===== config.mk =====
export PLATFORM = sky130hd
export DESIGN_NAME = jsc_parser
export DESIGN_NICKNAME = d
export VERILOG_FILES = /design/src/rtl/jsc_pkg.sv /design/src/rtl/jsc_parser.sv
export SDC_FILE = /design/constraint.sdc
export NUM_CORES = 1
export LEC_CHECK = 0
export ABC_AREA = 0
export BUFFER_PORTS_ARGS = -buffer_cell sky130_fd_sc_hd__clkbuf_2
export CORE_MARGIN = 4
export CORE_UTILIZATION = 56
export DETAILED_ROUTE_END_ITERATION = 16
export PLACE_DENSITY = 0.77
export REMOVE_ABC_BUFFERS = 1
export SLEW_MARGIN = 5
export SYNTH_ARGS = -nofsm -noshare
export SYNTH_HDL_FRONTEND = slang
export SYNTH_SLANG_ARGS = --single-unit

===== constraint.sdc =====
create_clock -name aclk -period 4.9 [get_ports aclk]
set_input_delay 0.735 -clock aclk [delete_from_list [all_inputs] [get_ports aclk]]
set_output_delay 0.735 -clock aclk [all_outputs]
set_load 0.02 [all_outputs]

===== src/rtl/jsc_pkg.sv =====
// ----------------------------------------------------------------------------
// jsc_pkg
// Shared types and character constants of the JSON object syntax checker.
// ----------------------------------------------------------------------------
`default_nettype none

package jsc_pkg;

    localparam logic [7:0] CHAR_OPEN  = 8'h7B;
    localparam logic [7:0] CHAR_CLOSE = 8'h7D;
    localparam logic [7:0] CHAR_COLON = 8'h3A;
    localparam logic [7:0] CHAR_COMMA = 8'h2C;
    localparam logic [7:0] CHAR_QUOTE = 8'h22;
    localparam logic [7:0] CHAR_N     = 8'h6E;
    localparam logic [7:0] CHAR_U     = 8'h75;
    localparam logic [7:0] CHAR_L     = 8'h6C;
    localparam logic [7:0] CHAR_SPACE = 8'h20;
    localparam logic [7:0] CHAR_TAB   = 8'h09;
    localparam logic [7:0] CHAR_CR    = 8'h0D;
    localparam logic [7:0] CHAR_ZERO  = 8'h30;
    localparam logic [7:0] CHAR_NINE  = 8'h39;
    localparam logic [7:0] CHAR_LC_A  = 8'h61;
    localparam logic [7:0] CHAR_LC_Z  = 8'h7A;
    localparam logic [7:0] CHAR_UC_A  = 8'h41;
    localparam logic [7:0] CHAR_UC_Z  = 8'h5A;

    localparam int unsigned OUT_POS_BITS = 16;

    typedef enum logic [1:0] {
        VERDICT_ACCEPTED   = 2'd0,
        VERDICT_UNEXPECTED = 2'd1,
        VERDICT_EARLY_END  = 2'd2,
        VERDICT_TOO_DEEP   = 2'd3
    } verdict_t;

    typedef struct packed {
        logic is_ws;
        logic is_digit;
        logic is_alnum;
        logic is_open;
        logic is_close;
        logic is_colon;
        logic is_comma;
        logic is_quote;
        logic is_n;
        logic is_u;
        logic is_l;
    } char_class_t;

endpackage

`default_nettype wire


===== src/rtl/jsc_parser.sv =====
// ----------------------------------------------------------------------------
// jsc_parser
// Parse state, one transition per beat, and the registered verdict output.
// ----------------------------------------------------------------------------
`default_nettype none

module jsc_parser #(
    parameter int unsigned DEPTH_BITS    = 8,
    parameter int unsigned POSITION_BITS = 16
) (
    input  wire logic                   aclk,
    input  wire logic                   aresetn,
    input  wire logic                   item_fire,
    input  wire logic                   item_last,
    input  wire jsc_pkg::char_class_t   char_class,
    input  wire logic [7:0]             max_nesting,
    input  wire logic                   m_tready,
    output logic                        m_tvalid,
    output jsc_pkg::verdict_t           verdict,
    output logic [jsc_pkg::OUT_POS_BITS-1:0] byte_position
);

    typedef enum logic [3:0] {
        PH_TOP_OPEN    = 4'd0,
        PH_AFTER_OPEN  = 4'd1,
        PH_KEY_STR     = 4'd2,
        PH_COLON       = 4'd3,
        PH_VALUE       = 4'd4,
        PH_VAL_STR     = 4'd5,
        PH_NUMBER      = 4'd6,
        PH_NULL        = 4'd7,
        PH_NULL_END    = 4'd8,
        PH_AFTER_VALUE = 4'd9,
        PH_NEXT_KEY    = 4'd10
    } phase_t;

    localparam logic [DEPTH_BITS-1:0]    DEPTH_MAX = {DEPTH_BITS{1'b1}};
    localparam logic [POSITION_BITS-1:0] POS_MAX   = {POSITION_BITS{1'b1}};
    localparam int unsigned LVL_CMP_BITS = (DEPTH_BITS > 8) ? DEPTH_BITS : 8;
    localparam int unsigned POS_EXT_BITS = (POSITION_BITS > jsc_pkg::OUT_POS_BITS)
                                         ? POSITION_BITS : jsc_pkg::OUT_POS_BITS;
    localparam logic [POS_EXT_BITS-1:0]  OUT_POS_MAX =
        POS_EXT_BITS'({jsc_pkg::OUT_POS_BITS{1'b1}});

    phase_t                     phase_reg,     phase_next;
    logic [DEPTH_BITS-1:0]      level_reg,     level_next;
    logic [1:0]                 null_idx_reg,  null_idx_next;
    logic [POSITION_BITS-1:0]   seen_reg,      seen_next;
    logic                       given_reg,     given_next;
    logic                       out_valid_reg, out_valid_next;
    jsc_pkg::verdict_t          verdict_reg,   verdict_next;
    logic [jsc_pkg::OUT_POS_BITS-1:0] pos_reg, pos_next;

    logic                       give;
    jsc_pkg::verdict_t          give_code;
    logic [POSITION_BITS-1:0]   give_pos;
    logic                       do_open;
    logic                       do_close;
    logic                       do_after;
    logic                       too_deep;
    logic [POS_EXT_BITS-1:0]    give_pos_ext;

    assign too_deep = (LVL_CMP_BITS'(level_reg) >= LVL_CMP_BITS'(max_nesting))
                   || (level_reg == DEPTH_MAX);
    assign give_pos_ext = POS_EXT_BITS'(give_pos);

    always_comb begin
        phase_next    = phase_reg;
        level_next    = level_reg;
        null_idx_next = null_idx_reg;
        seen_next     = seen_reg;
        given_next    = given_reg;
        give          = 1'b0;
        give_code     = jsc_pkg::VERDICT_UNEXPECTED;
        give_pos      = seen_reg;
        do_open       = 1'b0;
        do_close      = 1'b0;
        do_after      = 1'b0;

        if (item_fire && item_last) begin
            if (!given_reg) begin
                give      = 1'b1;
                give_code = jsc_pkg::VERDICT_EARLY_END;
            end
        end else if (item_fire && !given_reg) begin
            unique case (phase_reg)
                PH_TOP_OPEN: begin
                    if (char_class.is_ws) begin
                    end else if (char_class.is_open) begin
                        do_open = 1'b1;
                    end else begin
                        give = 1'b1;
                    end
                end
                PH_AFTER_OPEN: begin
                    if (char_class.is_ws) begin
                    end else if (char_class.is_close) begin
                        do_close = 1'b1;
                    end else if (char_class.is_quote) begin
                        phase_next = PH_KEY_STR;
                    end else begin
                        give = 1'b1;
                    end
                end
                PH_NEXT_KEY: begin
                    if (char_class.is_ws) begin
                    end else if (char_class.is_quote) begin
                        phase_next = PH_KEY_STR;
                    end else begin
                        give = 1'b1;
                    end
                end
                PH_KEY_STR: begin
                    if (char_class.is_quote) begin
                        phase_next = PH_COLON;
                    end
                end
                PH_COLON: begin
                    if (char_class.is_ws) begin
                    end else if (char_class.is_colon) begin
                        phase_next = PH_VALUE;
                    end else begin
                        give = 1'b1;
                    end
                end
                PH_VALUE: begin
                    if (char_class.is_ws) begin
                    end else if (char_class.is_quote) begin
                        phase_next = PH_VAL_STR;
                    end else if (char_class.is_digit) begin
                        phase_next = PH_NUMBER;
                    end else if (char_class.is_open) begin
                        do_open = 1'b1;
                    end else if (char_class.is_n) begin
                        phase_next    = PH_NULL;
                        null_idx_next = 2'd0;
                    end else begin
                        give = 1'b1;
                    end
                end
                PH_VAL_STR: begin
                    if (char_class.is_quote) begin
                        phase_next = PH_AFTER_VALUE;
                    end
                end
                PH_NUMBER: begin
                    if (!char_class.is_digit) begin
                        do_after = 1'b1;
                    end
                end
                PH_NULL: begin
                    if ((null_idx_reg == 2'd0) ? !char_class.is_u : !char_class.is_l) begin
                        give = 1'b1;
                    end else if (null_idx_reg >= 2'd2) begin
                        null_idx_next = 2'd0;
                        phase_next    = PH_NULL_END;
                    end else begin
                        null_idx_next = null_idx_reg + 2'd1;
                    end
                end
                PH_NULL_END: begin
                    if (char_class.is_alnum) begin
                        give = 1'b1;
                    end else begin
                        do_after = 1'b1;
                    end
                end
                default: begin
                    do_after = 1'b1;
                end
            endcase

            if (do_after) begin
                phase_next = PH_AFTER_VALUE;
                if (char_class.is_ws) begin
                end else if (char_class.is_comma) begin
                    phase_next = PH_NEXT_KEY;
                end else if (char_class.is_close) begin
                    do_close = 1'b1;
                end else begin
                    give = 1'b1;
                end
            end

            if (do_open) begin
                if (too_deep) begin
                    give      = 1'b1;
                    give_code = jsc_pkg::VERDICT_TOO_DEEP;
                end else begin
                    level_next = level_reg + 1'b1;
                    phase_next = PH_AFTER_OPEN;
                end
            end

            if (do_close) begin
                if (level_reg != '0) begin
                    level_next = level_reg - 1'b1;
                end
                if (level_reg <= DEPTH_BITS'(1)) begin
                    give      = 1'b1;
                    give_code = jsc_pkg::VERDICT_ACCEPTED;
                    give_pos  = (seen_reg == POS_MAX) ? POS_MAX : seen_reg + 1'b1;
                end else begin
                    phase_next = PH_AFTER_VALUE;
                end
            end

            if (give) begin
                given_next = 1'b1;
            end else if (seen_reg != POS_MAX) begin
                seen_next = seen_reg + 1'b1;
            end
        end

        if (item_fire && item_last) begin
            phase_next    = PH_TOP_OPEN;
            level_next    = '0;
            null_idx_next = 2'd0;
            seen_next     = '0;
            given_next    = 1'b0;
        end

        out_valid_next = give ? 1'b1 : (out_valid_reg && !m_tready);
        verdict_next   = give ? give_code : verdict_reg;
        pos_next       = pos_reg;
        if (give) begin
            pos_next = (give_pos_ext > OUT_POS_MAX) ? OUT_POS_MAX[jsc_pkg::OUT_POS_BITS-1:0]
                                                    : give_pos_ext[jsc_pkg::OUT_POS_BITS-1:0];
        end
    end

    always_ff @(posedge aclk) begin
        if (!aresetn) begin
            phase_reg     <= PH_TOP_OPEN;
            level_reg     <= '0;
            null_idx_reg  <= 2'd0;
            seen_reg      <= '0;
            given_reg     <= 1'b0;
            out_valid_reg <= 1'b0;
            verdict_reg   <= jsc_pkg::VERDICT_ACCEPTED;
            pos_reg       <= '0;
        end else begin
            phase_reg     <= phase_next;
            level_reg     <= level_next;
            null_idx_reg  <= null_idx_next;
            seen_reg      <= seen_next;
            given_reg     <= given_next;
            out_valid_reg <= out_valid_next;
            verdict_reg   <= verdict_next;
            pos_reg       <= pos_next;
        end
    end

    assign m_tvalid      = out_valid_reg;
    assign verdict       = verdict_reg;
    assign byte_position = pos_reg;

endmodule

`default_nettype wire


==> results of run 1 <==
[Yosys cell counts (8+ instances only)]
master	n
dfxtp_1	50
nor2_1	29
nand4_1	11
o21ai_1	21
or3_1	11
inv_1	20
a21oi_1	35
nand2_1	47
clkbuf_1	15
ha_1	12
nor4_1	8
nand3_1	30
o21ai_0	20
a31oi_1	8
nor3_1	11
[through the flow]
stage / std cells / hold WS (ps) / setup WS, ps
finish: 553 / 450 / 1450
global route: 553 / 468 / 1190
CTS: 553 / 455 / 1550
detailed placement: 545 / 441 / 1520
global placement: 545 / 435 / 1530
floorplan: 426 / 445 / 1850
[how the worst max path moves through the flow]
stage                        end  slack, ps  cells after the start
6_report        byte_position[7]       1450                      8
2_1_floorplan  byte_position[14]       1850                      9
5_1_grt         byte_position[7]       1190                      8
4_1_cts         byte_position[7]       1550                      8
3_5_place_dp        seen_reg[15]       1520                      9
3_3_place_gp    byte_position[7]       1530                      9
[worst max-delay path, cell delays in order, from the launching register on]
cell and delay, ps:
dfxtp_1 630, nor2b_1 470, nand4b_1 380, a2111oi_4 410, buf_4 290, nor2b_1 720, a41oi_1 230, nand3_1 130
o21ai_1 70
[per-layer routing]
layer	global-route usage, %	part of all wire [%]
met3	3.41	5.4
met1	32.2	47
met4	5.38	0.98
met5	0	0
met2	37.4	46
[where the power goes]
part / total [mW] / internal (mW) / switching (mW) / leakage, nW
Sequential: 0.425 / 0.413 / 0.0126 / 0.404
Combinational: 0.124 / 0.0428 / 0.0814 / 0.963
Clock: 0.312 / 0.156 / 0.156 / 0.0591
Total: 0.861 / 0.611 / 0.250 / 1.43
[area by class of cell]
cell class	count	area, µm²
Clock buffer	5	68.8
Clock inverter	3	47.5
Fill cell	550	2230
Inverter	20	75.1
Multi-Input combinational cell	356	2250
Sequential cell	50	1000
Tap cell	75	93.8
Timing Repair Buffer	44	225
[kinds of logic (layout without fill, tap and decap cells)]
| kind of cell | count (synthesis) | after routing | synth area share, % |
|---|---|---|---|
| multiplexers | 5 | 5 | 1.55 |
| AO/OA/AOI/OAI | 136 | 136 | 25.9 |
| flip-flops | 50 | 50 | 28.7 |
| XOR/XNOR | 8 | 8 | 2.01 |
| AND/OR/NAND/NOR | 195 | 195 | 30.8 |
| adder cells (fa/ha/maj) | 12 | 12 | 4.31 |
| buffers and inverters | 52 | 72 | 6.65 |
==> flow_metrics.tcl, run 1 <==
set metrics [dict create \
    status "finished clean" \
    worstPathMaxFanout 18 \
    rrSetupSlack_ps 1450 \
    power.density_nw_per_um2 229 \
    grt_max_degree 38 \
    yosys_warnings 0 \
    start_util_pct 58.1 \
    syn_inst 458 \
    most-common-layout-cells "dfxtp_1 (50), nand2_1 (47), clkbuf_2 (42)" \
    wire_per_inst_um 15.2 \
    final.period_utilization_pct 70.4 \
    cts_hold_buf 0 \
    reg2reg_to "byte_position[7]" \
    drive_gt1_share_pct 14.6 \
    worst_clock_skew_ps 4.59 \
    die_x_um 86.9 \
    grt_pass1_vias 3078 \
    r2r_start "phase_reg[0]" \
    finalSetupViolations 0 \
    dp_hpwl_mm 5.84 \
    synth-edff-count 0 \
    wl_mm 8.39 \
    fin_total_pwr_mw 0.861 \
    dieArea_um2 7540 \
    r2r_cells 8 \
    final_common_cell "dfxtp_1" \
    hold_class "flip-flop to flip-flop" \
    port_buffers 42 \
    fp.dieH_um 86.9 \
    path_class "flip-flop to flip-flop" \
    grt_usage_pct 23.0 \
    critPathLaunchType "flip-flop" \
    root_buffer "clkbuf_8" \
    area_growth_pct 8.01 \
    grt_setup_unrepaired "false" \
    cp.arrival_ps 3650 \
    drt_iter0_drc 318 \
    worst_hold_path.endpoint "byte_position[10]" \
    yosysTopAreaCellShare_pct 28.7 \
    worst_pin_slew_ps 1130 \
    via_count 3463 \
    cts_buffer_depth 2 \
    place_congestion 0.940 \
    io-pin-count 43 \
    synthArstFlopShare_pct 0 \
    peakVddDrop_uv 120 \
    numCtsBuffers 5 \
    synthTopCellsByArea "dfxtp_1 (29%), nand2_1 (5.1%), a21oi_1 (5.0%)" \
    p_leak_nw 1.43 \
    ys_seq_area_share_pct 28.7 \
    antenna_cells 0 \
    design_area_um2 3760 \
    dpl_cell_area_um2 3640 \
    end_kind "flip-flop" \
    hold_viol 0 \
    first_pass_iters 5 \
    min_period_ps 3450 \
    required_ps 5110 \
    synth-main-ff-cell "dfxtp_1" \
    cp-startpoint "phase_reg[0]" \
    grt_pass1_wl_mm 14.4 \
    avgSynthCellArea_um2 7.60 \
    setup_tns_ps 0 \
    synth_seq_cells 50 \
    min_path_cells 2 \
    via_per_inst 6.26 \
    grt_overflow 0 \
    drv_cap 0 \
    cts_setup_buffers 0 \
    slew_viol_final 0 \
    yosysUniqueCellTypes 75 \
    path_clk_slew_ps 100 \
    drc 0 \
    core_area_um2 5990 \
    rows 28 \
    min_from "byte_position[10]" \
    antenna_found_initial 0 \
    htree_levels 2 \
    fmax_mhz 290 \
    tritoncts "done" \
    antenna_left 0 \
    fin_util_pct 62.8 \
    synth_top_cell_by_area "dfxtp_1" \
    clock_latency_ps 320 \
    layout.nets 513 \
    syn_area_um2 3480 \
    clkSinkCount 50 \
    timing.slew.headroom_pct 22.4 \
    cts_resized 0 \
]
No activity file was read; power rests on OpenSTA's default activity.
==> run 2: changes to the inputs <==
==> constraint.sdc (replaced) <==
create_clock -name aclk -period 3.4 [get_ports aclk]
set_input_delay 0.51 -clock aclk [delete_from_list [all_inputs] [get_ports aclk]]
set_output_delay 0.51 -clock aclk [all_outputs]
set_load 0.02 [all_outputs]
==> run 2 against run 1 <==
  * First-iteration DRC count is 11% lower
  * Die area unchanged
  * Register-to-register slack got worse by 1000 ps
  * Cell count is 1.3% higher
  * Worst setup slack worse by 1000 ps
  * Sequential cell count unchanged
  * Critical path depth up 2
  * Critical endpoint is now seen_reg[15]
  * Largest cell class unchanged
==> flow_metrics.tcl, run 2 (same netlist as run 1, synthesis figures left out) <==
set metrics [dict create \
    numCtsBuffers 5 \
    cts_hold_buf 0 \
    fin_cells 560 \
    clkPwrFrac_pct 35.3 \
    fin_ws_ps 442 \
    setup_tns_ps 0 \
    dp.cells 552 \
    antenna_left 0 \
    path_clk_slew_ps 100 \
    io-pin-count 43 \
    power.density_nw_per_um2 324 \
    timing.hold.ws_ps 452 \
    finalSetupViolations 0 \
    cts_resized 0 \
    power_frac_seq_pct 49.4 \
    required_ps 3650 \
    timing.slew.headroom_pct 53.8 \
    htree_levels 2 \
    drt_iter0_drc 284 \
    drc 0 \
    grt_usage_pct 22.9 \
    die_x_um 86.9 \
    power_frac_comb_pct 15.3 \
    drv_cap 0 \
    core_area_um2 5990 \
    dp_hpwl_mm 5.97 \
    tritoncts "done" \
    root_buffer "clkbuf_8" \
    slew_viol_final 0 \
    via_count 3461 \
    final_common_cell "dfxtp_1" \
    min_period_ps 2960 \
    grt_overflow 0 \
    p_int_mw 0.886 \
    worst_clock_skew_ps 9.78 \
    path_class "flip-flop to flip-flop" \
    most-common-layout-cells "dfxtp_1 (50), nand2_1 (47), clkbuf_2 (42)" \
    antenna_cells 0 \
    dpl_cell_area_um2 3700 \
    swShare_pct 28.3 \
    port_buffers 42 \
    grt_max_degree 37 \
    grt_pass1_vias 3101 \
    fin_total_pwr_mw 1.23 \
    start_util_pct 58.1 \
    hold_class "flip-flop to flip-flop" \
    first_pass_iters 5 \
    path_cells "inv_1, ha_1, nand2b_1, a2111oi_0, nor3_1, o21bai_2, nand3_2, buf_4, or4_1, a21oi_1" \
    fp.dieH_um 86.9 \
    cp-startpoint "level_reg[0]" \
    cp.arrival_ps 3200 \
    clkSinkCount 50 \
    cts_buffer_depth 2 \
    cts_setup_buffers 0 \
    drive_gt1_share_pct 15.9 \
    p_leak_nw 1.46 \
    place_congestion 0.928 \
    max_stage_delay_ps 460 \
    via_per_inst 6.18 \
    min_from "byte_position[11]" \
    status "finished clean" \
    grt_pass1_wl_mm 14.3 \
    final.period_utilization_pct 87.0 \
    p_sw_mw 0.349 \
    r2r_start "level_reg[0]" \
    fin_util_pct 63.7 \
    post-place-ws_ps 516 \
    slowest_stage "dfxtp_1" \
    antenna_found_initial 0 \
    fmax_mhz 338 \
    critPathLaunchType "flip-flop" \
    peakVddDrop_uv 232 \
    area_growth_pct 9.52 \
    rows 28 \
    grt_setup_unrepaired "false" \
    dieArea_um2 7540 \
    layout.nets 520 \
    wire_per_inst_um 14.9 \
    wl_mm 8.33 \
    worstPathMaxFanout 27 \
    hold_viol 0 \
    worst_pin_slew_ps 691 \
    design_area_um2 3810 \
    end_kind "flip-flop" \
    clock_latency_ps 310 \
]
## run 2: area by class of cell
cell class                      instances  area [µm²]
Multi-Input combinational cell        356        2250
Fill cell                             533        2180
Sequential cell                        50        1000
Timing Repair Buffer                   51         278
Tap cell                               75        93.8
Inverter                               20        75.1
Clock buffer                            5        68.8
Clock inverter                          3        47.5
## run 2: worst max-delay path, delay by kind of cell, from the launching register on
kind            cells  cell delay (ps)
flops               1              460
buf+inv             2              380
fa+ha+maj           1              280
simple gates        4              840
compound gates      3              940
## run 2: power groups by stage
stage / Combinational (mW) / Sequential [mW] / Clock, mW
3_5_place_dp: 0.186 / 0.623 / 0
5_1_grt: 0.210 / 0.613 / 0.465
3_3_place_gp: 0.183 / 0.623 / 0
2_1_floorplan: 0.113 / 0.625 / 0
4_1_cts: 0.187 / 0.610 / 0.444
6_report: 0.189 / 0.611 / 0.435
## run 2: final timing paths
kind / to / slack (ps) / cells after the start
worst max-delay path: seen_reg[15] / 440 / 10
worst min-delay path: byte_position[11] / 450 / 2
worst min register to register: byte_position[11] / 450 / 2
worst max register to register: seen_reg[15] / 440 / 10
## run 2: routing by layer
| layer | vias to the layer above | part of all wire, % | routed length (µm) | global-route usage (%) |
|---|---|---|---|---|
| met5 | - | 0 | 0 | 0 |
| met3 | 10 | 6.4 | 533 | 3.41 |
| li1 | 1752 | - | - | - |
| met2 | 125 | 45 | 3710 | 36.5 |
| met1 | 1574 | 48 | 3980 | 32.7 |
| met4 | 0 | 1.4 | 115 | 4.96 |
